File: src/eci_pkg.sv
// ----------------------------------------------------------------------------
// eci_pkg
// Shared widths, opcodes, status codes and the decoded item type of the
// 8-bit instruction executor.
// ----------------------------------------------------------------------------
`default_nettype none

package eci_pkg;

  // field widths
  localparam int WORD_W    = 16;
  localparam int BYTE_W    = 8;
  localparam int REG_NUM_W = 4;
  localparam int STATUS_W  = 2;

  // item kind on the input channel
  localparam logic ITEM_EXEC    = 1'b0;
  localparam logic ITEM_PRELOAD = 1'b1;

  // opcodes, top four bits of the instruction word
  localparam logic [3:0] OPC_ADD   = 4'd0;
  localparam logic [3:0] OPC_SUB   = 4'd1;
  localparam logic [3:0] OPC_MUL   = 4'd2;
  localparam logic [3:0] OPC_INC   = 4'd3;
  localparam logic [3:0] OPC_AND   = 4'd4;
  localparam logic [3:0] OPC_OR    = 4'd5;
  localparam logic [3:0] OPC_NOT   = 4'd6;
  localparam logic [3:0] OPC_XOR   = 4'd7;
  localparam logic [3:0] OPC_LOAD  = 4'd8;
  localparam logic [3:0] OPC_STORE = 4'd9;
  localparam logic [3:0] OPC_JMP   = 4'd10;
  localparam logic [3:0] OPC_BEQZ  = 4'd11;
  localparam logic [3:0] OPC_HLT   = 4'd15;

  // result status codes
  localparam logic [STATUS_W-1:0] ST_DONE    = 2'd0;
  localparam logic [STATUS_W-1:0] ST_HALTED  = 2'd1;
  localparam logic [STATUS_W-1:0] ST_INVALID = 2'd2;

  // class of a decoded item
  typedef enum logic [2:0] {
    K_PRELOAD,
    K_ALU,
    K_LOAD,
    K_STORE,
    K_JMP,
    K_BEQZ,
    K_HLT,
    K_BAD
  } kind_t;

  // decoded item passed from front to back
  typedef struct packed {
    kind_t                kind;
    logic [3:0]           opc;
    logic [REG_NUM_W-1:0] ra;
    logic [REG_NUM_W-1:0] rb;
    logic [REG_NUM_W-1:0] rc;
    logic                 port2_ra;
    logic [BYTE_W-1:0]    offset;
    logic [BYTE_W-1:0]    mem_address;
    logic [BYTE_W-1:0]    mem_value;
  } uop_t;

endpackage

`default_nettype wire

File: src/eci_in_if.sv
// ----------------------------------------------------------------------------
// eci_in_if
// Input channel: instruction words and data memory preload bytes.
// ----------------------------------------------------------------------------
`default_nettype none

interface eci_in_if;
  logic                        valid;
  logic                        ready;
  logic                        op;
  logic [eci_pkg::WORD_W-1:0]  instruction;
  logic [eci_pkg::BYTE_W-1:0]  mem_address;
  logic [eci_pkg::BYTE_W-1:0]  mem_value;

  modport source (
    output valid, op, instruction, mem_address, mem_value,
    input  ready
  );

  modport sink (
    input  valid, op, instruction, mem_address, mem_value,
    output ready
  );
endinterface

`default_nettype wire

File: src/eci_out_if.sv
// ----------------------------------------------------------------------------
// eci_out_if
// Result channel: pc after the item, register write and status.
// ----------------------------------------------------------------------------
`default_nettype none

interface eci_out_if;
  logic                           valid;
  logic                           ready;
  logic [eci_pkg::BYTE_W-1:0]     next_pc;
  logic                           reg_written;
  logic [eci_pkg::REG_NUM_W-1:0]  dest_reg;
  logic [eci_pkg::BYTE_W-1:0]     write_value;
  logic [eci_pkg::STATUS_W-1:0]   status;

  modport source (
    output valid, next_pc, reg_written, dest_reg, write_value, status,
    input  ready
  );

  modport sink (
    input  valid, next_pc, reg_written, dest_reg, write_value, status,
    output ready
  );
endinterface

`default_nettype wire

File: src/eci_front.sv
// ----------------------------------------------------------------------------
// eci_front
// Accepts input items and classifies them into decoded items for the queue.
// ----------------------------------------------------------------------------
`default_nettype none

module eci_front (
  eci_in_if.sink        req,
  output logic          uop_valid,
  input  logic          uop_ready,
  output eci_pkg::uop_t uop
);

  logic [3:0] opc;

  assign opc       = req.instruction[15:12];
  assign uop_valid = req.valid;
  assign req.ready = uop_ready;

  // field split and classification
  always_comb begin
    uop.opc         = opc;
    uop.ra          = req.instruction[11:8];
    uop.rb          = req.instruction[7:4];
    uop.rc          = req.instruction[3:0];
    uop.mem_address = req.mem_address;
    uop.mem_value   = req.mem_value;
    uop.port2_ra    = (opc == eci_pkg::OPC_INC) || (opc == eci_pkg::OPC_STORE) ||
                      (opc == eci_pkg::OPC_BEQZ);
    uop.offset      = (opc == eci_pkg::OPC_JMP) ? req.instruction[11:4]
                                                : req.instruction[7:0];
    if (req.op == eci_pkg::ITEM_PRELOAD) begin
      uop.kind = eci_pkg::K_PRELOAD;
    end else begin
      unique case (opc)
        eci_pkg::OPC_ADD, eci_pkg::OPC_SUB, eci_pkg::OPC_MUL, eci_pkg::OPC_INC,
        eci_pkg::OPC_AND, eci_pkg::OPC_OR, eci_pkg::OPC_NOT,
        eci_pkg::OPC_XOR:   uop.kind = eci_pkg::K_ALU;
        eci_pkg::OPC_LOAD:  uop.kind = eci_pkg::K_LOAD;
        eci_pkg::OPC_STORE: uop.kind = eci_pkg::K_STORE;
        eci_pkg::OPC_JMP:   uop.kind = eci_pkg::K_JMP;
        eci_pkg::OPC_BEQZ:  uop.kind = eci_pkg::K_BEQZ;
        eci_pkg::OPC_HLT:   uop.kind = eci_pkg::K_HLT;
        default:            uop.kind = eci_pkg::K_BAD;
      endcase
    end
  end

endmodule

`default_nettype wire

File: src/eci_queue.sv
// ----------------------------------------------------------------------------
// eci_queue
// Two-entry queue of decoded items between front and back.
// ----------------------------------------------------------------------------
`default_nettype none

module eci_queue (
  input  logic          clk,
  input  logic          rst,
  input  logic          push_valid,
  output logic          push_ready,
  input  eci_pkg::uop_t push_uop,
  output logic          pop_valid,
  input  logic          pop_ready,
  output eci_pkg::uop_t pop_uop
);

  localparam logic [1:0] QDEPTH = 2'd2;

  eci_pkg::uop_t ent [2];
  logic [1:0]    count;
  logic          wp;
  logic          rp;
  logic          push;
  logic          pop;

  assign push_ready = (count != QDEPTH);
  assign pop_valid  = (count != 2'd0);
  assign pop_uop    = ent[rp];
  assign push       = push_valid && push_ready;
  assign pop        = pop_valid && pop_ready;

  // pointers and fill count
  always_ff @(posedge clk) begin
    if (rst) begin
      count <= 2'd0;
      wp    <= 1'b0;
      rp    <= 1'b0;
    end else begin
      if (push) wp <= ~wp;
      if (pop) rp <= ~rp;
      if (push && !pop) begin
        count <= count + 2'd1;
      end else if (pop && !push) begin
        count <= count - 2'd1;
      end
    end
  end

  // entry storage
  always_ff @(posedge clk) begin
    if (push) ent[wp] <= push_uop;
  end

endmodule

`default_nettype wire

File: src/eci_back.sv
// ----------------------------------------------------------------------------
// eci_back
// Executes decoded items in order: register read, execute with data memory
// access, and a result register that also finishes loads.
// ----------------------------------------------------------------------------
`default_nettype none

module eci_back #(
  parameter int NUM_REGS       = 16,
  parameter int DATA_MEM_BYTES = 256
) (
  input  logic          clk,
  input  logic          rst,
  input  logic          uop_valid,
  output logic          uop_ready,
  input  eci_pkg::uop_t uop,
  eci_out_if.source     rsp
);

  localparam int RIW = $clog2(NUM_REGS);
  localparam int MIW = $clog2(DATA_MEM_BYTES);
  localparam logic [eci_pkg::REG_NUM_W:0] NREG  = (eci_pkg::REG_NUM_W + 1)'(NUM_REGS);
  localparam logic [eci_pkg::BYTE_W:0]    NBYTE = (eci_pkg::BYTE_W + 1)'(DATA_MEM_BYTES);

  // architectural state
  logic [7:0]                regs [NUM_REGS];
  logic [7:0]                dmem [DATA_MEM_BYTES];
  logic [DATA_MEM_BYTES-1:0] dvalid;
  logic [7:0]                pc;
  logic                      halted;

  // register file write port
  logic       rf_we;
  logic [3:0] rf_wa;
  logic [7:0] rf_wd;

  // read ports
  logic [3:0] rd1_addr;
  logic [3:0] rd2_addr;
  logic [7:0] rd1;
  logic [7:0] rd2;

  // execute stage
  logic          x_valid;
  eci_pkg::uop_t x_uop;
  logic [7:0]    x_a;
  logic [7:0]    x_b;
  logic          x_fire;
  logic          issue;
  logic          ld_block;
  logic [7:0]    pc2;
  logic [7:0]    br_target;
  logic [7:0]    ea;
  logic [15:0]   prod;
  logic [7:0]    alu_val;
  logic [7:0]    x_npc;
  logic [1:0]    x_status;
  logic          x_wr;
  logic          x_load;
  logic          x_ra_ok;
  logic          halt_set;
  logic          mem_we;
  logic          mem_re;
  logic [7:0]    mem_addr;
  logic [7:0]    mem_wd;
  logic          mem_ok;

  // result stage
  logic       w_valid;
  logic [7:0] w_npc;
  logic       w_wr;
  logic [3:0] w_dest;
  logic [7:0] w_val;
  logic [1:0] w_status;
  logic       w_load;
  logic [7:0] ld_data;
  logic       ld_vld;
  logic [7:0] w_value;
  logic       out_fire;

  assign out_fire = rsp.valid && rsp.ready;
  assign x_fire   = x_valid && (!w_valid || out_fire);

  // a load holds issue until its byte reaches the register file
  assign ld_block  = (x_valid && (x_uop.kind == eci_pkg::K_LOAD)) ||
                     (w_valid && w_load && !out_fire);
  assign uop_ready = (!x_valid || x_fire) && !ld_block;
  assign issue     = uop_valid && uop_ready;

  // register reads with write-through of this cycle's write
  assign rd1_addr = uop.rb;
  assign rd2_addr = uop.port2_ra ? uop.ra : uop.rc;

  always_comb begin
    rd1 = 8'd0;
    rd2 = 8'd0;
    if ({1'b0, rd1_addr} < NREG) rd1 = regs[rd1_addr[RIW-1:0]];
    if ({1'b0, rd2_addr} < NREG) rd2 = regs[rd2_addr[RIW-1:0]];
    if (rf_we && (rf_wa == rd1_addr)) rd1 = rf_wd;
    if (rf_we && (rf_wa == rd2_addr)) rd2 = rf_wd;
  end

  // execute stage register
  always_ff @(posedge clk) begin
    if (rst) begin
      x_valid <= 1'b0;
    end else if (issue) begin
      x_valid <= 1'b1;
    end else if (x_fire) begin
      x_valid <= 1'b0;
    end
  end

  always_ff @(posedge clk) begin
    if (issue) begin
      x_uop <= uop;
      x_a   <= rd1;
      x_b   <= rd2;
    end
  end

  // alu
  assign prod = x_a * x_b;

  always_comb begin
    unique case (x_uop.opc)
      eci_pkg::OPC_ADD: alu_val = x_a + x_b;
      eci_pkg::OPC_SUB: alu_val = x_a - x_b;
      eci_pkg::OPC_MUL: alu_val = prod[7:0];
      eci_pkg::OPC_INC: alu_val = x_b + 8'd1;
      eci_pkg::OPC_AND: alu_val = x_a & x_b;
      eci_pkg::OPC_OR:  alu_val = x_a | x_b;
      eci_pkg::OPC_NOT: alu_val = ~x_a;
      eci_pkg::OPC_XOR: alu_val = x_a ^ x_b;
      default:          alu_val = 8'd0;
    endcase
  end

  // next pc, memory access and status of the item in execute
  assign pc2       = pc + 8'd2;
  assign br_target = pc2 + {x_uop.offset[6:0], 1'b0};
  assign ea        = x_a + {4'd0, x_uop.rc};
  assign x_ra_ok   = ({1'b0, x_uop.ra} < NREG);
  assign mem_ok    = ({1'b0, mem_addr} < NBYTE);

  always_comb begin
    x_npc    = pc;
    x_status = eci_pkg::ST_DONE;
    x_wr     = 1'b0;
    x_load   = 1'b0;
    halt_set = 1'b0;
    mem_we   = 1'b0;
    mem_re   = 1'b0;
    mem_addr = ea;
    mem_wd   = x_b;
    if (halted) begin
      x_status = eci_pkg::ST_HALTED;
    end else begin
      unique case (x_uop.kind)
        eci_pkg::K_PRELOAD: begin
          mem_we   = 1'b1;
          mem_addr = x_uop.mem_address;
          mem_wd   = x_uop.mem_value;
        end
        eci_pkg::K_ALU: begin
          x_npc = pc2;
          x_wr  = 1'b1;
        end
        eci_pkg::K_LOAD: begin
          x_npc  = pc2;
          x_load = 1'b1;
          mem_re = 1'b1;
        end
        eci_pkg::K_STORE: begin
          x_npc  = pc2;
          mem_we = 1'b1;
        end
        eci_pkg::K_JMP: begin
          x_npc = br_target;
        end
        eci_pkg::K_BEQZ: begin
          x_npc = (x_b == 8'd0) ? br_target : pc2;
        end
        eci_pkg::K_HLT: begin
          x_npc    = pc2;
          halt_set = 1'b1;
          x_status = eci_pkg::ST_HALTED;
        end
        default: begin
          x_npc    = pc2;
          x_status = eci_pkg::ST_INVALID;
        end
      endcase
    end
  end

  // program counter and halt flag
  always_ff @(posedge clk) begin
    if (rst) begin
      pc     <= 8'd0;
      halted <= 1'b0;
    end else if (x_fire) begin
      pc <= x_npc;
      if (halt_set) halted <= 1'b1;
    end
  end

  // data memory, registered read
  always_ff @(posedge clk) begin
    if (x_fire && mem_we && mem_ok) dmem[mem_addr[MIW-1:0]] <= mem_wd;
    if (x_fire && mem_re) begin
      ld_data <= dmem[mem_addr[MIW-1:0]];
      ld_vld  <= mem_ok && dvalid[mem_addr[MIW-1:0]];
    end
  end

  // per-byte written marks, unwritten bytes read as zero
  always_ff @(posedge clk) begin
    if (rst) begin
      dvalid <= '0;
    end else if (x_fire && mem_we && mem_ok) begin
      dvalid[mem_addr[MIW-1:0]] <= 1'b1;
    end
  end

  // result register
  always_ff @(posedge clk) begin
    if (rst) begin
      w_valid <= 1'b0;
    end else if (x_fire) begin
      w_valid <= 1'b1;
    end else if (out_fire) begin
      w_valid <= 1'b0;
    end
  end

  always_ff @(posedge clk) begin
    if (x_fire) begin
      w_npc    <= x_npc;
      w_wr     <= (x_wr || x_load) && x_ra_ok;
      w_dest   <= x_uop.ra;
      w_val    <= alu_val;
      w_status <= x_status;
      w_load   <= x_load;
    end
  end

  assign w_value = w_load ? (ld_vld ? ld_data : 8'd0) : w_val;

  assign rsp.valid       = w_valid;
  assign rsp.next_pc     = w_npc;
  assign rsp.reg_written = w_wr;
  assign rsp.dest_reg    = w_wr ? w_dest : 4'd0;
  assign rsp.write_value = w_wr ? w_value : 8'd0;
  assign rsp.status      = w_status;

  // register file write: a load commits as its result leaves
  always_comb begin
    if (w_valid && w_load) begin
      rf_we = out_fire && w_wr;
      rf_wa = w_dest;
      rf_wd = w_value;
    end else begin
      rf_we = x_fire && x_wr && x_ra_ok;
      rf_wa = x_uop.ra;
      rf_wd = alu_val;
    end
  end

  always_ff @(posedge clk) begin
    if (rst) begin
      for (int i = 0; i < NUM_REGS; i++) regs[i] <= 8'd0;
    end else if (rf_we) begin
      regs[rf_wa[RIW-1:0]] <= rf_wd;
    end
  end

endmodule

`default_nettype wire

File: src/eight_bit_cpu_instruction_executor.sv
// ----------------------------------------------------------------------------
// eight_bit_cpu_instruction_executor
// In-order executor of a small 8-bit machine: decode front, two-entry queue,
// execute back with register file, data memory, pc and halt flag.
//
//   channel  dir  handshake     payload
//   req      in   valid/ready   op, instruction, mem_address, mem_value
//   rsp      out  valid/ready   next_pc, reg_written, dest_reg, write_value,
//                               status
//
// One item per cycle sustained while results are taken; a LOAD holds issue
// until its result leaves, because the data memory read is registered and the
// byte is written to the register file as its result leaves. A result passes
// through the queue, the execute register and the result register.
// Reset clears the registers, pc, halt flag and the written marks of all data
// memory bytes together; there is no clearing pass.
// A stalled result holds the back end; the queue still takes two more items.
// ----------------------------------------------------------------------------
`default_nettype none

module eight_bit_cpu_instruction_executor #(
  parameter int NUM_REGS       = 16,
  parameter int DATA_MEM_BYTES = 256
) (
  input  logic      clk,
  input  logic      rst,
  eci_in_if.sink    req,
  eci_out_if.source rsp
);

  logic          f_valid;
  logic          f_ready;
  eci_pkg::uop_t f_uop;
  logic          q_valid;
  logic          q_ready;
  eci_pkg::uop_t q_uop;

  // decode
  eci_front u_front (
    .req       (req),
    .uop_valid (f_valid),
    .uop_ready (f_ready),
    .uop       (f_uop)
  );

  // decoupling queue
  eci_queue u_queue (
    .clk        (clk),
    .rst        (rst),
    .push_valid (f_valid),
    .push_ready (f_ready),
    .push_uop   (f_uop),
    .pop_valid  (q_valid),
    .pop_ready  (q_ready),
    .pop_uop    (q_uop)
  );

  // execute
  eci_back #(
    .NUM_REGS       (NUM_REGS),
    .DATA_MEM_BYTES (DATA_MEM_BYTES)
  ) u_back (
    .clk       (clk),
    .rst       (rst),
    .uop_valid (q_valid),
    .uop_ready (q_ready),
    .uop       (q_uop),
    .rsp       (rsp)
  );

endmodule

`default_nettype wire

File: src/flat_wrapper.sv
// flat-port wrapper written by rule: the top's interface ports become plain ports
module eight_bit_cpu_instruction_executor_flat 
#(
  parameter int NUM_REGS       = 16,
  parameter int DATA_MEM_BYTES = 256
)
  (clk, rst, req_valid, req_op, req_instruction, req_mem_address, req_mem_value, req_ready, rsp_valid, rsp_next_pc, rsp_reg_written, rsp_dest_reg, rsp_write_value, rsp_status, rsp_ready);
  eci_in_if req_i ();
  eci_out_if rsp_i ();
  input  logic clk;
  input  logic rst;
  input wire logic [$bits(req_i.valid)-1:0] req_valid;
  input wire logic [$bits(req_i.op)-1:0] req_op;
  input wire logic [$bits(req_i.instruction)-1:0] req_instruction;
  input wire logic [$bits(req_i.mem_address)-1:0] req_mem_address;
  input wire logic [$bits(req_i.mem_value)-1:0] req_mem_value;
  output wire logic [$bits(req_i.ready)-1:0] req_ready;
  output wire logic [$bits(rsp_i.valid)-1:0] rsp_valid;
  output wire logic [$bits(rsp_i.next_pc)-1:0] rsp_next_pc;
  output wire logic [$bits(rsp_i.reg_written)-1:0] rsp_reg_written;
  output wire logic [$bits(rsp_i.dest_reg)-1:0] rsp_dest_reg;
  output wire logic [$bits(rsp_i.write_value)-1:0] rsp_write_value;
  output wire logic [$bits(rsp_i.status)-1:0] rsp_status;
  input wire logic [$bits(rsp_i.ready)-1:0] rsp_ready;
  assign req_i.valid = req_valid;
  assign req_i.op = req_op;
  assign req_i.instruction = req_instruction;
  assign req_i.mem_address = req_mem_address;
  assign req_i.mem_value = req_mem_value;
  assign req_ready = req_i.ready;
  assign rsp_valid = rsp_i.valid;
  assign rsp_next_pc = rsp_i.next_pc;
  assign rsp_reg_written = rsp_i.reg_written;
  assign rsp_dest_reg = rsp_i.dest_reg;
  assign rsp_write_value = rsp_i.write_value;
  assign rsp_status = rsp_i.status;
  assign rsp_i.ready = rsp_ready;
  eight_bit_cpu_instruction_executor #(.NUM_REGS(NUM_REGS), .DATA_MEM_BYTES(DATA_MEM_BYTES)) u_core (.clk(clk), .rst(rst), .req(req_i), .rsp(rsp_i));
endmodule
File: config.mk
export PLATFORM = sky130hd
export DESIGN_NAME = eight_bit_cpu_instruction_executor_flat
export DESIGN_NICKNAME = d
export VERILOG_FILES = /design/src/eci_pkg.sv /design/src/eci_in_if.sv /design/src/eci_out_if.sv /design/src/eci_front.sv /design/src/eci_queue.sv /design/src/eci_back.sv /design/src/eight_bit_cpu_instruction_executor.sv /design/src/flat_wrapper.sv
export SDC_FILE = /design/constraint.sdc
export NUM_CORES = 2
export LEC_CHECK = 0
export BUFFER_PORTS_ARGS = -buffer_cell sky130_fd_sc_hd__buf_2
export CAP_MARGIN = 20
export CORE_ASPECT_RATIO = 1.2
export CORE_MARGIN = 5
export CORE_UTILIZATION = 36
export DETAILED_ROUTE_END_ITERATION = 10
export GPL_TIMING_DRIVEN = 1
export PLACE_DENSITY = 0.54
export SETUP_SLACK_MARGIN = 0.5
export SYNTH_ARGS = -nofsm -noshare
export SYNTH_HDL_FRONTEND = slang
export SYNTH_SLANG_ARGS = --single-unit
File: constraint.sdc
create_clock -name clk -period 12.2 [get_ports clk]
set_input_delay 2.44 -clock clk [delete_from_list [all_inputs] [get_ports clk]]
set_output_delay 2.44 -clock clk [all_outputs]
set_load 0.005 [all_outputs]
==> impl_metrics.py <==
metrics = {
    "sta": {
        "finalSetupViolCount": 0,
        "tightest_slew_ns": 1.32,
        "rsz0062_at_grt": "no",
        "max_freq_ghz": 0.153,
        "period_share_pct": 53.4,
        "slew_headroom_pct": 12.2,
        "hold_viol_final": 0,
        "finalCriticalPeriod_ns": 6.52,
        "slew_violations": 0,
        "finalClockSkew_ns": 0.0331,
        "holdWs_ns": 0.449,
    },
    "synthesis": {
        "synth.distinct_cells": 80,
        "synth_top_family_by_area": "multiplexers",
        "synth_area_um2": 105000,
        "async_flop_share_pct": 0,
        "synth_compound_gate_area_share_pct": 4.35,
        "syn_nets": 6397,
        "synthSimpleGateAreaFrac_pct": 6.74,
        "synth_fa_ha_area_share_pct": 0.994,
        "synth_top_area_share_pct": 67.0,
        "synth.cells.most_frequent": "edfxtp_1 (2,348), nor2_1 (989), mux4_2 (539), nand2_1 (414), dfxtp_1 (271)",
        "yosys.area_share.xor_xnor_pct": 0.409,
        "ys_ff_latch": 2619,
        "syn-instance-count": 6286,
        "synth_area_per_cell_um2": 16.7,
        "synthMuxAreaShare_pct": 13.3,
        "yosys_warnings": 0,
        "yosysMostFrequentCell": "edfxtp_1",
        "netlist_top_cells_area": "edfxtp_1 (67%), mux4_2 (12%), dfxtp_1 (5.2%)",
        "synth_ff_type": "edfxtp_1",
        "synth.largest_area_cell": "edfxtp_1",
        "ys_seq_area_share_pct": 72.2,
        "synth-edff-count": 2348,
    },
    "clocking": {
        "cts_tree": "done",
        "cts_resized": 0,
        "cts_buffers": 269,
        "clockBufferDepth": 4,
        "ctsHoldBuffers": 0,
        "cts_setup_buffers": 0,
        "cts.sinks": 2619,
        "clk_pin_slew_ns": 0.06,
        "h-tree-depth": 5,
        "cts-root-buf": "clkbuf_16",
        "clk_latency_ns": 0.86,
    },
    "final_layout": {
        "fin_cells": 10437,
        "drive_gt1_share_pct": 19.5,
        "postLayoutCellArea_um2": 119000,
        "finalNetCount": 6496,
        "area_delta_synth_final_pct": 13.0,
    },
    "die": {
        "die_w_um": 504,
        "core_um2": 291000,
        "io_pins": 62,
        "die_h_um": 602,
        "initial_utilization_pct": 36.2,
        "rows": 217,
        "die-area_um2": 303000,
    },
    "status": {
        "status": "finished clean",
    },
    "route": {
        "detail_route.first_pass.iterations": 5,
        "drt_wl_total_um": 301000,
        "drcViolationCount": 0,
        "drtAntennaViolNets": 0,
        "num_vias": 58110,
        "drtIter0Drc": 5916,
        "vias_per_cell": 5.57,
        "wire_per_inst_um": 28.8,
    },
    "global_route": {
        "grt_pass1_wl_um": 429000,
        "gr-usage-all-layers_pct": 19.4,
        "grt_pass1_vias": 58042,
        "grt_antenna_before_repair": 18,
        "grt_max_degree": 209,
        "grt-ovfl-total": 0,
    },
    "place": {
        "place_inst": 9938,
        "dp_hpwl_um": 180000,
        "gp_routability_congestion": 0.815,
        "dpl_cell_area_um2": 110000,
        "port-buffer-count": 60,
    },
    "worst_setup_path": {
        "worstPathMaxFanout": 75,
        "worstPathRequired_ns": 12.74,
        "start_kind": "flop",
        "cp.arrival_ns": 7.06,
        "path_class": "flop to flop",
        "end_kind": "flop",
    },
    "min_path": {
        "min_path_type": "flop to flop",
    },
    "flow_run": {
        "drv_cap": 0,
    },
}
==> state kept, by name, summed over array words and instances, names as in the netlist, 2 cells and up, named ones only <==
signal / count
u_core.u_back.rsp.next_pc: 7
u_core.u_back.regs: 128
u_core.u_back.rsp.status: 2
u_core.u_back.dmem: 2048
u_core.u_back.ld_data: 8
u_core.u_back.pc: 7
u_core.u_back.x_uop: 38
u_core.u_back.w_val: 8
u_core.u_queue.ent: 86
u_core.u_queue.count: 2
u_core.u_back.dvalid: 256
u_core.u_back.x_b: 8
u_core.u_back.x_a: 8
u_core.u_back.w_dest: 4
==> area by class of cell <==
cell class | count | area [um^2]
antenna | 7 | 17.5
clock buffer | 349 | 7360
clock inverter | 135 | 1220
fill | 26152 | 172000
inverter | 69 | 259
multi-input combinational | 3220 | 27500
sequential | 2619 | 75900
tap | 3832 | 4790
timing repair buffer | 206 | 1750
==> through the flow <==
| stage | setup TNS [ns] | util [%] | worst slack, ns |
|---|---|---|---|
| CTS | 0 | 40.8 | 5.54 |
| global placement | 0 | 37.8 | 5.58 |
| global route | 0 | 40.8 | 5.34 |
| detailed placement | 0 | 37.8 | 5.57 |
| finish | 0 | 40.8 | 5.68 |
| floorplan | -1816.52 | - | -0.887 |
==> layout by cell type, fill, tap and decap left out, drive strengths merged, types with 63 or more instances in the layout <==
cell type     n
a21oi       211
a22oi       134
buf         206
clkbuf      349
clkinv       95
dfxtp       271
edfxtp     2348
inv          84
mux2         78
mux2i        93
mux4        542
nand2       414
nor2        989
nor3         63
o21ai        65
==> critical path, stage by stage (launching register included) <==
cell	delay (ns)
edfxtp_1	0.61
nor4_4	0.35
buf_4	0.49
mux2_8	0.74
buf_12	0.48
buf_12	0.55
mux4_2	0.64
a22oi_1	0.26
a21oi_1	0.24
nor4_1	0.48
nor4b_1	0.86
nand4_1	0.21
==> worst paths after layout <==
check / from / endpoint / slack, ns / cells after the start
setup / recovery: u_core.u_back.x_uop[43]$_DFFE_PP_ / u_core.u_back.ld_data[7]$_DFFE_PP_ / 5.68 / 11
hold / removal: u_core.u_back.x_uop[33]$_DFFE_PP_ / u_core.u_back.w_dest[0]$_DFFE_PP_ / 0.45 / 0
setup reg to reg: u_core.u_back.x_uop[43]$_DFFE_PP_ / u_core.u_back.ld_data[7]$_DFFE_PP_ / 5.68 / 11
hold reg to reg: u_core.u_back.x_uop[33]$_DFFE_PP_ / u_core.u_back.w_dest[0]$_DFFE_PP_ / 0.45 / 0
==> kinds of logic (layout without fill, tap and decap cells) <==
| family | Yosys count | after routing |
|---|---|---|
| and+or+nand+nor | 1706 | 1706 |
| DFF | 2619 | 2619 |
| muxes | 713 | 713 |
| buffers and inverters | 447 | 759 |
| AOI/OAI and AO/OA | 680 | 680 |
| adders and majority gates | 74 | 74 |
| other | 1 | 8 |
| xor gates and xnor gates | 46 | 46 |
==> layer usage <==
metal | track usage [%] | part of all wire, %
met1 | 25.6 | 40
met2 | 32.3 | 49
met3 | 3.46 | 7.2
met4 | 6.77 | 3.6
met5 | 0 | 0.0043
Power is not shown: default switching activity piles up to over one toggle a cycle in this logic, so the estimate is an artifact.
